===== src/rtl/sacl_pkg.sv =====
// Shared types, constants and helpers for the set-associative tag store.
// No dependencies; every other file of the block except sacl_ram uses this package.
package sacl_pkg;

  localparam int unsigned MaxSets  = 256;
  localparam int unsigned MaxWays  = 8;
  localparam int unsigned SetW     = $clog2(MaxSets);
  localparam int unsigned WayW     = $clog2(MaxWays);
  localparam int unsigned AddrW    = 48;
  localparam int unsigned StampW   = 48;
  localparam int unsigned CoreW    = 3;
  localparam int unsigned CntW     = 32;
  localparam int unsigned NumCnt   = 5;
  localparam int unsigned InDataW  = 104;
  localparam int unsigned OutDataW = 216;

  typedef enum logic [1:0] {
    FuncAccess  = 2'd0,
    FuncInstall = 2'd1,
    FuncClear   = 2'd2,
    FuncNone    = 2'd3
  } func_e;

  typedef enum logic [1:0] {
    CfgSetBits = 2'd0,
    CfgWays    = 2'd1,
    CfgMode    = 2'd2,
    CfgUnused  = 2'd3
  } cfg_idx_e;

  typedef enum logic [2:0] {
    CntRdAcc  = 3'd0,
    CntWrAcc  = 3'd1,
    CntRdMiss = 3'd2,
    CntWrMiss = 3'd3,
    CntDirtyEv = 3'd4
  } cnt_e;

  typedef enum logic {
    BkIdle = 1'b0,
    BkExec = 1'b1
  } back_state_e;

  // One way of a set as stored in the tag memory
  typedef struct packed {
    logic              valid;
    logic              dirty;
    logic [AddrW-1:0]  tag;
    logic [CoreW-1:0]  owner;
    logic [StampW-1:0] stamp;
  } way_t;

  typedef way_t [MaxWays-1:0] row_t;

  // Classified request handed from the front to the back
  typedef struct packed {
    func_e             func;
    logic              write_op;
    logic [CoreW-1:0]  core;
    logic [StampW-1:0] now;
    logic [SetW-1:0]   set;
    logic [AddrW-1:0]  tag;
    logic [3:0]        bits;
    logic [WayW:0]     nways;
    logic              mode;
  } req_t;

  function automatic logic [CntW-1:0] sat_inc(input logic [CntW-1:0] v);
    sat_inc = (&v) ? v : v + CntW'(1);
  endfunction

endpackage


===== src/rtl/sacl_queue.sv =====
// Two-entry request queue between the front and the back.
// Depends on sacl_pkg.
module sacl_queue (
  input  logic           clk_i,
  input  logic           rst_ni,
  input  logic           push_i,
  input  sacl_pkg::req_t req_i,
  output logic           full_o,
  input  logic           pop_i,
  output logic           empty_o,
  output sacl_pkg::req_t req_o
);

  sacl_pkg::req_t slot_q [2];
  logic           wr_ptr_q, wr_ptr_d;
  logic           rd_ptr_q, rd_ptr_d;
  logic [1:0]     cnt_q, cnt_d;

  always_comb begin
    wr_ptr_d = wr_ptr_q ^ push_i;
    rd_ptr_d = rd_ptr_q ^ pop_i;
    cnt_d    = cnt_q + {1'b0, push_i} - {1'b0, pop_i};
  end

  always_ff @(posedge clk_i or negedge rst_ni) begin
    if (!rst_ni) begin
      wr_ptr_q <= 1'b0;
      rd_ptr_q <= 1'b0;
      cnt_q    <= 2'd0;
    end else begin
      wr_ptr_q <= wr_ptr_d;
      rd_ptr_q <= rd_ptr_d;
      cnt_q    <= cnt_d;
    end
  end

  always_ff @(posedge clk_i) begin
    if (push_i) begin
      slot_q[wr_ptr_q] <= req_i;
    end
  end

  assign full_o  = (cnt_q == 2'd2);
  assign empty_o = (cnt_q == 2'd0);
  assign req_o   = slot_q[rd_ptr_q];

endmodule


===== config.mk =====
export PLATFORM = sky130hd
export DESIGN_NAME = sacl_queue
export DESIGN_NICKNAME = d
export VERILOG_FILES = /design/src/rtl/sacl_pkg.sv /design/src/rtl/sacl_queue.sv
export SDC_FILE = /design/constraint.sdc
export NUM_CORES = 1
export LEC_CHECK = 0
export ABC_AREA = 1
export BUFFER_PORTS_ARGS = -buffer_cell sky130_fd_sc_hd__buf_2
export CAP_MARGIN = 20
export CORE_MARGIN = 2
export CORE_UTILIZATION = 25
export DETAILED_ROUTE_END_ITERATION = 6
export HOLD_SLACK_MARGIN = 0.1
export SLEW_MARGIN = 20
export SYNTH_ARGS = -nofsm -noshare
export SYNTH_HDL_FRONTEND = slang
export SYNTH_SLANG_ARGS = --single-unit

===== constraint.sdc =====
create_clock -name clk_i -period 6.2 [get_ports clk_i]
set_input_delay 0 -clock clk_i [delete_from_list [all_inputs] [get_ports clk_i]]
set_output_delay 0 -clock clk_i [all_outputs]
set_load 0.05 [all_outputs]

==> out/metrics.cfg <==
[floorplanning]
dieArea_um2=37580
die_y_um=193.9
start_util_pct=25.34
die_w_um=193.9
num_rows=69
core_area_um2=35570
io_pins=244

[route]
dr_total_vias=5925
drt-initial-drc-count=306
drc=0
routedWlPerCell_um=13.41
drt_pre_antenna_iters=5
drt_wl_total_mm=20.17
drtAntennaViolNets=0
avgViaCountPerCell=3.939

[timing]
timing.final.ws_setup_ns=3.401
max_slew_margin_pct=38.73
max_freq_mhz=357.2
tightest_slew_ns=0.9191
tns_ns=0
min_period_over_period_pct=45.15
slew_viol_final=0
setup_viol=0
finalHoldViolCount=0
fin_skew_ns=0.007875
period_minus_slack_ns=2.799
rsz0062_at_grt=false

[logic_synthesis]
synth_top_cell_by_area=edfxtp_1
yosysWarningCount=0
synthDistinctLibCells=12
syn_area_um2=9012
yosys_register_bits=242
yosysSeqAreaShare_pct=80.41
synth.net_count=772
synth_top_area_share_pct=79.30
avgSynthCellArea_um2=13.97
synthTopCellsByArea=edfxtp_1 79%, o21ai_0 6.6%, inv_1 5.2%, nand2_1 5.2%, dfrtp_1 1.1%
synthCells=645

[clock_network]
cts_tree=done
cts-root-buf=clkbuf_16
h-tree-depth=1
clock-sinks=242
cts_resized=0
insertion_delay_ns=0.53
numCtsBuffers=28
clockBufferDepth=3
clkTransAtPathRegs_ns=0.06

[power_and_ir_drop]
p_clk_share_pct=23.9
p_switching_mw=2.955
power_frac_seq_pct=35.1
combPwrFrac_pct=41.0
leakage_nw=5.374
power.density_nw_per_um2=514.0
ir_drop_mv=0.2862
netSwitchingFraction_pct=44.80
intPower_mw=3.641

[critical_path]
startpoint_type=flip-flop
cp.arrival_ns=2.80
r2r_cells=3
worstPathRequired_ns=6.20
critPathLaunch=rd_ptr_q
end_kind=output port
crit_fanout=83
rr_endpoint=slot_q[0][77]
path_class=flip-flop to output port
reg2reg_slack_ns=3.73
r2r-start=wr_ptr_q

[flow_run]
cap_viol_max_count=0

[status]
outcome=finished, final reports clean

[global_routing]
grt_usage_pct=10.34
grt_max_degree=84
grt_pass1_wl_mm=31.02
overflow=0
antenna_found_initial=3
grt_pass1_vias=6103

[placed_design]
port_buffers=243
hpwlAfterDp_mm=12.31
gp_congestion=0.7146
dpl_worst_slack_ns=3.652
place_area_um2=10700

[final_layout]
finalNetCount=1146
final_layout_size_suffix_gt1_share_pct=27.88
final_cell_area_um2=12830
layout_common_cells=243 x buf_2, 238 x edfxtp_1, 126 x inv_1
area_growth_pct=42.41
final_util_pct=36.08
layout_commonest_cell=buf_2

[min_path]
holdPathEnd=slot_q[0][78]
hp-start=req_i[78]
hold_path_depth=2
hp-class=input pin to flip-flop

[Yosys cell counts]
master,n
edfxtp_1,238
buf_2,11
clkbuf_1,2
dfrtp_1,4
ha_1,4
buf_4,13
nand2_1,124
nor2_1,2
inv_1,126
nand3_1,1
xor2_1,1
o21ai_0,119
[metrics by stage]
step                power, mW  std cells  hold slack [ns]
finish                  6.597       1504           0.1924
global route            6.933       1504           0.1651
CTS                     6.697       1501           0.1503
detailed placement      5.023       1327          -0.1855
global placement        4.997       1327          -0.1891
floorplan               4.403        645          -0.2956
[worst max-delay path by stage]
stage,end,cells after the start
4_1_cts,req_o[115],3
3_3_place_gp,slot_q[0][47],3
3_5_place_dp,slot_q[0][77],3
5_1_grt,req_o[20],3
2_1_floorplan,slot_q[0][0],2
6_report,req_o[20],3
[power by group through the flow]
stage               Combinational, mW  Sequential, mW  Clock, mW
floorplan                        2.10            2.30          0
global placement                 2.65            2.34          0
detailed placement               2.67            2.36          0
CTS                              2.74            2.32       1.64
global route                     2.87            2.36       1.71
finish                           2.70            2.32       1.58
[state kept, by name, indices dropped and copies added (netlist names)]
signal	count
wr_ptr_q	1
slot_q	238
rd_ptr_q	1
cnt_q	2
[kinds of logic (layout without fill, tap and decap cells)]
| group | Yosys count | after routing | share of synthesized area, % |
|---|---|---|---|
| adder cells (fa/ha/maj) | 4 | 4 | 0.5553 |
| AND/OR/NAND/NOR | 127 | 127 | 5.303 |
| buffers and inverters | 152 | 547 | 7.025 |
| other | 0 | 3 | 0 |
| AO/OA/AOI/OAI | 119 | 119 | 6.608 |
| XOR/XNOR | 1 | 1 | 0.09720 |
| flip-flops | 242 | 242 | 80.41 |
[area by class of cell]
cell class	count	area [µm²]
repair buffers	370	2477
flip-flops and latches	242	7251
clock buffers	35	748.2
clock inverters	16	143.9
inverters	126	473.0
fillers	3459	22730
well taps	461	576.8
diodes	3	7.507
multi-input cells	251	1157
[worst max-delay path, cell delays in order, from the launching register on]
cell,delay (ns)
dfrtp_4,0.91
buf_4,0.71
o21ai_0,0.32
buf_2,0.29
[layer usage]
layer / global-route usage (%) / share of wire [%]
met1: 12.29 / 42
met2: 17.80 / 47
met3: 3.009 / 7.4
met4: 3.760 / 3.0
met5: 0 / 0
[what timing repair did]
| action | CTS | global route |
|---|---|---|
| hold buffers | 123 | 0 |
| buffers inserted | 0 | 0 |
| hold endpoints to repair | 246 | 0 |
No activity file was read; power rests on OpenSTA's default activity.
