==> config.mk <==
export PLATFORM = sky130hd
export DESIGN_NAME = sacl_front
export DESIGN_NICKNAME = d
export VERILOG_FILES = /design/src/rtl/sacl_pkg.sv /design/src/rtl/sacl_front.sv
export SDC_FILE = /design/constraint.sdc
export NUM_CORES = 1
export LEC_CHECK = 0
export BUFFER_PORTS_ARGS = -buffer_cell sky130_fd_sc_hd__buf_2
export CAP_MARGIN = 25
export CORE_ASPECT_RATIO = 0.7
export CORE_MARGIN = 4
export CORE_UTILIZATION = 45
export CTS_BUF_LIST = sky130_fd_sc_hd__clkbuf_16
export DETAILED_ROUTE_END_ITERATION = 10
export GPL_TIMING_DRIVEN = 1
export PLACE_DENSITY = 0.91
export SLEW_MARGIN = 5
export SYNTH_ARGS = -nofsm -noshare
export SYNTH_HDL_FRONTEND = slang
export SYNTH_SLANG_ARGS = --single-unit
==> constraint.sdc <==
create_clock -name clk_i -period 4.9 [get_ports clk_i]
set_clock_uncertainty 0.05 [all_clocks]
set_input_delay 0.49 -clock clk_i [delete_from_list [all_inputs] [get_ports clk_i]]
set_output_delay 0.49 -clock clk_i [all_outputs]
set_load 0.01 [all_outputs]
==> src/rtl/sacl_pkg.sv <==
// Shared types, constants and helpers for the set-associative tag store.
// No dependencies; every other file of the block except sacl_ram uses this package.
package sacl_pkg;

  localparam int unsigned MaxSets  = 256;
  localparam int unsigned MaxWays  = 8;
  localparam int unsigned SetW     = $clog2(MaxSets);
  localparam int unsigned WayW     = $clog2(MaxWays);
  localparam int unsigned AddrW    = 48;
  localparam int unsigned StampW   = 48;
  localparam int unsigned CoreW    = 3;
  localparam int unsigned CntW     = 32;
  localparam int unsigned NumCnt   = 5;
  localparam int unsigned InDataW  = 104;
  localparam int unsigned OutDataW = 216;

  typedef enum logic [1:0] {
    FuncAccess  = 2'd0,
    FuncInstall = 2'd1,
    FuncClear   = 2'd2,
    FuncNone    = 2'd3
  } func_e;

  typedef enum logic [1:0] {
    CfgSetBits = 2'd0,
    CfgWays    = 2'd1,
    CfgMode    = 2'd2,
    CfgUnused  = 2'd3
  } cfg_idx_e;

  typedef enum logic [2:0] {
    CntRdAcc  = 3'd0,
    CntWrAcc  = 3'd1,
    CntRdMiss = 3'd2,
    CntWrMiss = 3'd3,
    CntDirtyEv = 3'd4
  } cnt_e;

  typedef enum logic {
    BkIdle = 1'b0,
    BkExec = 1'b1
  } back_state_e;

  // One way of a set as stored in the tag memory
  typedef struct packed {
    logic              valid;
    logic              dirty;
    logic [AddrW-1:0]  tag;
    logic [CoreW-1:0]  owner;
    logic [StampW-1:0] stamp;
  } way_t;

  typedef way_t [MaxWays-1:0] row_t;

  // Classified request handed from the front to the back
  typedef struct packed {
    func_e             func;
    logic              write_op;
    logic [CoreW-1:0]  core;
    logic [StampW-1:0] now;
    logic [SetW-1:0]   set;
    logic [AddrW-1:0]  tag;
    logic [3:0]        bits;
    logic [WayW:0]     nways;
    logic              mode;
  } req_t;

  function automatic logic [CntW-1:0] sat_inc(input logic [CntW-1:0] v);
    sat_inc = (&v) ? v : v + CntW'(1);
  endfunction

endpackage

==> src/rtl/sacl_front.sv <==
// Front end: configuration registers, item intake and set/tag split.
// Depends on sacl_pkg.
module sacl_front (
  input  logic                          clk_i,
  input  logic                          rst_ni,
  input  logic                          cfg_we_i,
  input  logic [1:0]                    cfg_idx_i,
  input  logic [3:0]                    cfg_data_i,
  input  logic                          in_valid_i,
  output logic                          in_ready_o,
  input  logic [sacl_pkg::InDataW-1:0]  in_data_i,
  output logic                          push_o,
  output sacl_pkg::req_t                req_o,
  input  logic                          full_i
);

  logic [3:0] set_bits_q, set_bits_d;
  logic [3:0] ways_q, ways_d;
  logic       mode_q, mode_d;

  // Configuration writes
  always_comb begin
    set_bits_d = set_bits_q;
    ways_d     = ways_q;
    mode_d     = mode_q;
    if (cfg_we_i) begin
      unique case (sacl_pkg::cfg_idx_e'(cfg_idx_i))
        sacl_pkg::CfgSetBits: set_bits_d = cfg_data_i;
        sacl_pkg::CfgWays:    ways_d     = cfg_data_i;
        sacl_pkg::CfgMode:    mode_d     = cfg_data_i[0];
        default: ;
      endcase
    end
  end

  always_ff @(posedge clk_i or negedge rst_ni) begin
    if (!rst_ni) begin
      set_bits_q <= 4'd8;
      ways_q     <= 4'd8;
      mode_q     <= 1'b0;
    end else begin
      set_bits_q <= set_bits_d;
      ways_q     <= ways_d;
      mode_q     <= mode_d;
    end
  end

  logic [sacl_pkg::AddrW-1:0] addr;
  logic [sacl_pkg::SetW-1:0]  index_mask;

  // Split the line address into set index and tag
  always_comb begin
    addr = in_data_i[49:2];
    for (int i = 0; i < int'(sacl_pkg::SetW); i++) begin
      index_mask[i] = (5'(i) < {1'b0, set_bits_q});
    end
    req_o.func     = sacl_pkg::func_e'(in_data_i[1:0]);
    req_o.write_op = in_data_i[50];
    req_o.core     = in_data_i[53:51];
    req_o.now      = in_data_i[101:54];
    req_o.set      = addr[sacl_pkg::SetW-1:0] & index_mask;
    req_o.tag      = addr >> set_bits_q;
    req_o.bits     = set_bits_q;
    req_o.mode     = mode_q;
    if (ways_q == 4'd0) begin
      req_o.nways = (sacl_pkg::WayW+1)'(1);
    end else if ({1'b0, ways_q} > 5'(sacl_pkg::MaxWays)) begin
      req_o.nways = (sacl_pkg::WayW+1)'(sacl_pkg::MaxWays);
    end else begin
      req_o.nways = (sacl_pkg::WayW+1)'(ways_q);
    end
  end

  assign in_ready_o = !full_i;
  assign push_o     = in_valid_i && !full_i;

endmodule

==> results of run 1 <==
## metrics by stage
stage / cells / instance area (sq um) / hold slack [ns] / setup WS [ns] / power [uW]
global route: 440 / 3390 / 0.0657 / 1.32 / 1280
detailed placement: 435 / 3290 / 0.302 / 1.79 / 1040
global placement: 434 / 3270 / 0.294 / 1.86 / 1020
CTS: 439 / 3370 / 0.0514 / 1.54 / 1190
finish: 440 / 3390 / 0.0470 / 1.57 / 1210
floorplan: 298 / 3090 / 0.144 / 2.63 / 799
## registers in the layout, indices dropped and copies added (netlist names)
register and cells:
mode_q 1, ways_q 4, set_bits_q 4
## worst paths after layout
path,from,end,slack [ns],cells past startpoint
max,set_bits_q[0],req_o[17],1.57,5
min,rst_ni,ways_q[2],0.05,1
max reg2reg,set_bits_q[0],set_bits_q[0],2.98,3
min reg2reg,mode_q,mode_q,0.45,1
max in group asynchronous,rst_ni,ways_q[3],4.51,1
min in group clk_i,cfg_data_i[1],set_bits_q[1],0.44,3
## cell usage after synthesis
| cell | count |
|---|---|
| nor3_1 | 2 |
| o22ai_1 | 5 |
| nand2_1 | 13 |
| buf_6 | 2 |
| o221ai_1 | 4 |
| nand2b_1 | 2 |
| inv_2 | 2 |
| nor3b_1 | 1 |
| buf_12 | 1 |
| o21a_1 | 1 |
| nand3_1 | 1 |
| inv_1 | 2 |
| mux4_2 | 50 |
| a21boi_0 | 5 |
| buf_1 | 3 |
| and3_1 | 2 |
| o211a_1 | 2 |
| dfrtp_1 | 7 |
| or2_2 | 1 |
| buf_4 | 59 |
| nand4b_1 | 1 |
| a21oi_1 | 6 |
| nor2b_1 | 8 |
| clkbuf_1 | 8 |
| buf_2 | 10 |
| mux2_2 | 10 |
| nor2_1 | 10 |
| and2_1 | 2 |
| nand3b_1 | 4 |
| o211ai_1 | 1 |
| mux2i_1 | 46 |
| a22oi_1 | 13 |
| dfstp_2 | 2 |
| o21ai_0 | 12 |
## routing by layer
layer	wire length [um]	global-route usage [%]	share of wire (%)	up-vias
met3	1390	8.98	14	25
met2	4470	35.5	44	232
met1	4140	32.9	41	1410
met4	144	3.45	1.4	0
li1	-	-	-	1211
met5	0	0	0	-
## cell type report
cell class,count,area share [%]
tap,91,3.36
sequential,9,6.78
inverter,4,0.442
multi-input combinational,202,66.8
clock buffer,3,2.21
clock inverter,1,0.111
timing repair buffer,130,20.3
## logic make-up (layout without fill, tap and decap cells)
| group | Yosys count | count (layout) | share of synthesized area [%] |
|---|---|---|---|
| mux | 106 | 106 | 55.0 |
| buf+inv | 87 | 138 | 19.2 |
| compound gates | 49 | 49 | 10.6 |
| simple gates | 47 | 47 | 7.82 |
| flops | 9 | 9 | 7.38 |
## power by group through the flow
| stage | sequential, uW | clock [uW] | combinational (uW) |
|---|---|---|---|
| after CTS | 167 | 144 | 882 |
| final | 148 | 145 | 912 |
| after global routing | 156 | 149 | 971 |
| after global placement | 181 | 0 | 836 |
| after detailed placement | 168 | 0 | 876 |
| after floorplan | 103 | 0 | 696 |
==> impl_results.md, run 1 <==
* Cell type group with the largest total delay on the critical path: flip-flops
* Dpl hpwl at 8040 um
* Clock share of power at 12.0%
* Count of buffers inserted at the top-level ports at 125
* Cell chain of the critical path: buf_4 > mux4_2 > mux2i_1 > o221ai_1 > buf_2
* Cell at the root of the clock tree: clkbuf_16
* Via Count at 2,878
* Number of top-level pins at 236
* Yosys warning count at 0
* Drc violations at 0
* Vias in the first global route at 2,767
* Post-Route Utilization at 52.8%
* Biggest fanout along the worst timing path at 32
* Max Transition Viols Final at 0
* Core Region at 6430 sq um
* Crit path launch type: register
* Synth area leaders: mux4_2 36%, mux2i_1 15%, buf_4 14%, dfrtp_1 5.7%, mux2_2 3.6%
* Slowest cell delay on critical path at 0.92 ns
* Width of the die at 107 um
* Global-route wire length before repair at 15,600 um
* Max Root-Sink Buffers at 2
* Post-layout min period at 3.33 ns
* Final-stage net count at 465
* Maximum number of pins on one net before global-route repair at 48
* Library cells used by synthesis at 34
* Run status: complete, no violations
* Overall Global Routing Usage at 23.5%
* NetSw at 572 uW
* Post-CTS clock slew at the launch and capture registers of the worst setup and hold paths at 0.04 ns
* Worst hold-check path type: in2async
* Number of sinks handled by clock tree synthesis at 9
* Most used cells in the layout excluding fill and tap cells: 125 x buf_2, 50 x mux4_2, 46 x mux2i_1
* Number of routed nets with antenna violations at 0
* Sequential Area at 230 sq um
* Sequential fraction of design power at 12.3%
* Fillers at 593
* Most frequent standard cell in the layout excluding fill and tap cells: buf_2
* Setup_tns at 0 ns
* Total setup violations reported at the end of the flow at 0
* Weighted congestion at the end of routability-driven global placement at 1.05
* Cell Area, Synth at 3090 sq um
* DR iter-0 viols at 320
* Post-synthesis sequential area ratio at 7.38%
* Buffering stage count on the worst path with inverters included at 2
* MaxCap Viol Count at 0
* Final hold viol count at 0
* N_diodes at 0
* Effective utilization at floorplan at 48.0%
* Cts-stage hold buffer count at 0
* Data arrival time of the critical path at 2.79 ns
* Worst supply voltage drop on vdd at 186 uV
* Power share of the combinational group at 75.7%
* Cell taking the most area after synthesis: mux4_2
* Fmax achieved at 300 MHz
* Gate count after technology mapping at 298
* Rows at 24
* Final routed wire length divided by cell count at 23.0 um
* GRT Residual Overflow at 0
* DRT Pass-1 Iters at 5
* Critical path class: reg2out
* Worst slew margin relative to its limit at 42.2%
* Transition at the pin with the smallest max-transition slack at 0.866 ns
* Total length of routed wires at 10,100 um
* Multi-input gate area in the final layout at 2270 sq um
* Number of levels in the clock H-tree at 1
* Post-synthesis average cell area at 10.4 sq um
* Initial antenna violation count at 0
* Unrepaired setup endpoints after global routing: no
* Power Internal at 634 uW
* Layout cell share with drive strength beyond 1 at 57.3%
* Area overhead of the layout relative to synthesis at 9.93%
* Number of instances resized during post-cts repair at 0
* Leakage component of the power at 0.00151 uW
* CP required at 4.36 ns
* Proportion of total power due to net switching at 47.4%
* Net count of the mapped netlist at 413
* Sort of element at the end of the critical path: output pin
* Ratio of total power to cell area at 355 nW/um^2
* Die Y at 77.3 um
* Count of buffers added by post-CTS timing repair for setup at 0
* Source-to-sink clock delay at the later pin of the worst-skew pair at 0.24 ns
* Final period util at 68.0%
* Area of the die at 8270 sq um
* Top-area cell type share of the netlist area at 36.5%
* Register bit total from synthesis at 9
* Clock tree from TritonCTS: built
* Number of buffers added by the clock tree synthesis step at 3
* Via density at 6.54
* Crit path max-delay cell type: dfrtp_2
No activity file was read; power rests on OpenSTA's default activity.
==> inputs of run 2 (changes only) <==
--- a/config.mk
+++ b/config.mk
@@ -9,11 +9,11 @@
 export CAP_MARGIN = 25
 export CORE_ASPECT_RATIO = 0.7
 export CORE_MARGIN = 4
-export CORE_UTILIZATION = 45
+export CORE_UTILIZATION = 38
 export CTS_BUF_LIST = sky130_fd_sc_hd__clkbuf_16
 export DETAILED_ROUTE_END_ITERATION = 10
 export GPL_TIMING_DRIVEN = 1
-export PLACE_DENSITY = 0.91
+export PLACE_DENSITY = 0.82
 export SLEW_MARGIN = 5
 export SYNTH_ARGS = -nofsm -noshare
 export SYNTH_HDL_FRONTEND = slang
==> constraint.sdc (replaced) <==
create_clock -name clk_i -period 2.8 [get_ports clk_i]
set_clock_uncertainty 0.05 [all_clocks]
set_input_delay 0.28 -clock clk_i [delete_from_list [all_inputs] [get_ports clk_i]]
set_output_delay 0.28 -clock clk_i [all_outputs]
set_load 0.01 [all_outputs]
==> run 2 against run 1 <==
Effect of this change: sequential power up 51%; non-clock buffer count rose by 2; utilization decreased by 9.3 points; combinational power increased by 81%; wire length is 3.8% higher; first-iteration DRC count decreased by 10%; setup slack worse by 1.4 ns; critical endpoint unchanged.
==> impl_results.md, run 2 (synthesized netlist as in run 1, its figures left out) <==
* Run status: complete, no violations (unchanged)
* Post-Route Utilization at 43.5% (was 52.8%)
* Total setup violations reported at the end of the flow at 0 (unchanged)
* Max Root-Sink Buffers at 2 (unchanged)
* CP required at 2.47 ns (was 4.36 ns)
* Number of buffers added by the clock tree synthesis step at 3 (unchanged)
* Weighted congestion at the end of routability-driven global placement at 0.958 (was 1.05)
* Overall Global Routing Usage at 21.2% (was 23.5%)
* Source-to-sink clock delay at the later pin of the worst-skew pair at 0.23 ns (was 0.24 ns)
* Transition at the pin with the smallest max-transition slack at 0.774 ns (was 0.866 ns)
* Dpl hpwl at 8450 um (was 8040 um)
* Buffering stage count on the worst path with inverters included at 3 (was 2)
* Via Count at 2,935 (was 2,878)
* Post-CTS clock slew at the launch and capture registers of the worst setup and hold paths at 0.04 ns (about the same)
* Effective utilization at floorplan at 39.2% (was 48.0%)
* Width of the die at 116 um (was 107 um)
* MaxCap Viol Count at 0 (unchanged)
* Crit path max-delay cell type: dfstp_2 (was dfrtp_2)
* Sequential Area at 233 sq um (was 230 sq um)
* Most frequent standard cell in the layout excluding fill and tap cells: buf_2 (unchanged)
* Via density at 6.49 (was 6.54)
* Total length of routed wires at 10,500 um (was 10,100 um)
* Number of top-level pins at 236 (unchanged)
* Area of the die at 9650 sq um (was 8270 sq um)
* Biggest fanout along the worst timing path at 24 (was 32)
* Global-route wire length before repair at 16,300 um (was 15,600 um)
* Leakage component of the power at 0.00152 uW (was 0.00151 uW)
* Multi-input gate area in the final layout at 2270 sq um (unchanged)
* GRT Residual Overflow at 0 (unchanged)
* Cell type group with the largest total delay on the critical path: flip-flops (unchanged)
* Endpoint of the worst hold path: set_bits_q[1]
* Rows at 27 (was 24)
* Slowest cell delay on critical path at 0.91 ns (was 0.92 ns)
* Largest registers: set_bits_q (4), ways_q (4), mode_q (1) (unchanged)
* Layout cell share with drive strength beyond 1 at 57.3% (about the same)
* Number of levels in the clock H-tree at 1 (unchanged)
* Final hold viol count at 0 (unchanged)
* Initial antenna violation count at 0 (unchanged)
* Data arrival time of the critical path at 2.27 ns (was 2.79 ns)
* CP Launch Point: set_bits_q[3] (was set_bits_q[0])
* Placed cell count at 447 (was 435)
* Critical path class: reg2out (unchanged)
* Max Transition Viols Final at 0 (unchanged)
* Die Y at 83.4 um (was 77.3 um)
* Clock tree from TritonCTS: built (unchanged)
* Most used cells in the layout excluding fill and tap cells: 125 x buf_2, 50 x mux4_2, 46 x mux2i_1 (unchanged)
* Worst hold stages at 3
* Final routed wire length divided by cell count at 23.3 um (was 23.0 um)
* DR iter-0 viols at 287 (was 320)
* Core Region at 7870 sq um (was 6430 sq um)
* N_diodes at 0 (unchanged)
* Total placed instance area at 3330 sq um (was 3290 sq um)
* Ratio of total power to cell area at 618 nW/um^2 (was 355 nW/um^2)
* Setup_tns at 0 ns (unchanged)
* Number of routed nets with antenna violations at 0 (unchanged)
* Count of buffers inserted at the top-level ports at 125 (unchanged)
* Fmax achieved at 385 MHz
* Fillers at 766 (was 593)
* Cell at the root of the clock tree: clkbuf_16 (unchanged)
* Final-stage net count at 467 (was 465)
* Final period util at 92.7%
* Vias in the first global route at 2,908 (was 2,767)
* Sort of element at the end of the critical path: output pin (unchanged)
* DRT Pass-1 Iters at 6 (was 5)
* Setup slack on the worst flop-to-flop path at 0.88 ns (was 2.98 ns)
* Unrepaired setup endpoints after global routing: no (unchanged)
* Drc violations at 0 (unchanged)
* Post-layout min period at 2.60 ns
* Count of buffers added by post-CTS timing repair for setup at 0 (unchanged)
* Worst supply voltage drop on vdd at 221 uV (was 186 uV)
* Post-route cell area at 3430 sq um (was 3390 sq um)
* Worst hold-check path type: in2reg (was in2async)
* Area overhead of the layout relative to synthesis at 11.0% (was 9.93%)
* Critical register-to-register path startpoint: set_bits_q[3] (was set_bits_q[0])
* Cell chain of the critical path: buf_4 > inv_1 > o221ai_1 > buf_2 (was buf_4 > mux4_2 > mux2i_1 > o221ai_1 > buf_2)
* Number of sinks handled by clock tree synthesis at 9 (unchanged)
* Endpoint of the lowest-slack register-to-register path: set_bits_q[3] (was set_bits_q[0])
* Worst slew margin relative to its limit at 48.2% (was 42.2%)
* Power, Total at 2120 uW (was 1210 uW)
* Number of cells on the worst reg-to-reg path at 3 (unchanged)
* Maximum number of pins on one net before global-route repair at 53 (was 48)
* Number of non-filler instances in the completed layout at 452 (was 440)
* Worst hold start: cfg_data_i[1]
* Crit path launch type: register (unchanged)
run 2: cell types whose count changed in the layout (fill, tap and decap cells not counted):
cell	change
dlygate4sd3_1	+1
dfrtp_4	+1
buf_4	+1
dfrtp_2	-1
run 2: worst max-delay path by stage:
stage | to | cells past startpoint | slack (ns)
6_report | req_o[17] | 4 | 0.20
5_1_grt | req_o[21] | 5 | 0.04
4_1_cts | req_o[21] | 5 | 0.15
3_5_place_dp | req_o[21] | 5 | 0.41
3_3_place_gp | req_o[21] | 5 | 0.45
2_1_floorplan | req_o[9] | 7 | 0.74
run 2: layout make-up:
| type | count | area share [%] |
|---|---|---|
| clock inverters | 1 | 0.110 |
| multi-input cells | 202 | 66.2 |
| repair buffers | 132 | 20.6 |
| well taps | 101 | 3.69 |
| inverters | 4 | 0.438 |
| flip-flops and latches | 9 | 6.79 |
| clock buffers | 3 | 2.19 |
run 2: tightest hold or removal path: stages:
cell and delay, ns:
buf_2 0.09, nand2_1 0.05, o21ai_0 0.07
run 2: timing repair:
| action | 4_1_cts | 5_1_grt |
|---|---|---|
| hold buffers | 1 | 0 |
| setup endpoints to repair | 0 | 1 |
| hold endpoints to repair | 7 | 0 |
| gates resized for setup | 0 | 1 |
run 2: metal layers:
metal / GRT usage, % / routed length (um) / share of wire (%)
met1: 30.4 / 4410 / 42
met2: 33.4 / 4780 / 45
met3: 4.30 / 1170 / 11
met4: 3.79 / 172 / 1.6
met5: 0 / 0 / 0
run 2: power breakdown:
part | internal, uW | leakage, uW | switching (uW) | total [uW]
combinational | 767 | 0.00138 | 879 | 1650
clock | 187 | 0.0000423 | 62.1 | 249
sequential | 162 | 0.000103 | 61.6 | 223
total | 1120 | 0.00152 | 1000 | 2120
run 2: per-stage QoR:
step	hold slack (ns)	worst slack (ns)
floorplan	-0.0656	0.738
detailed placement	0.0888	0.406
global route	0.259	0.0441
global placement	0.0847	0.455
CTS	0.239	0.154
finish	0.242	0.204
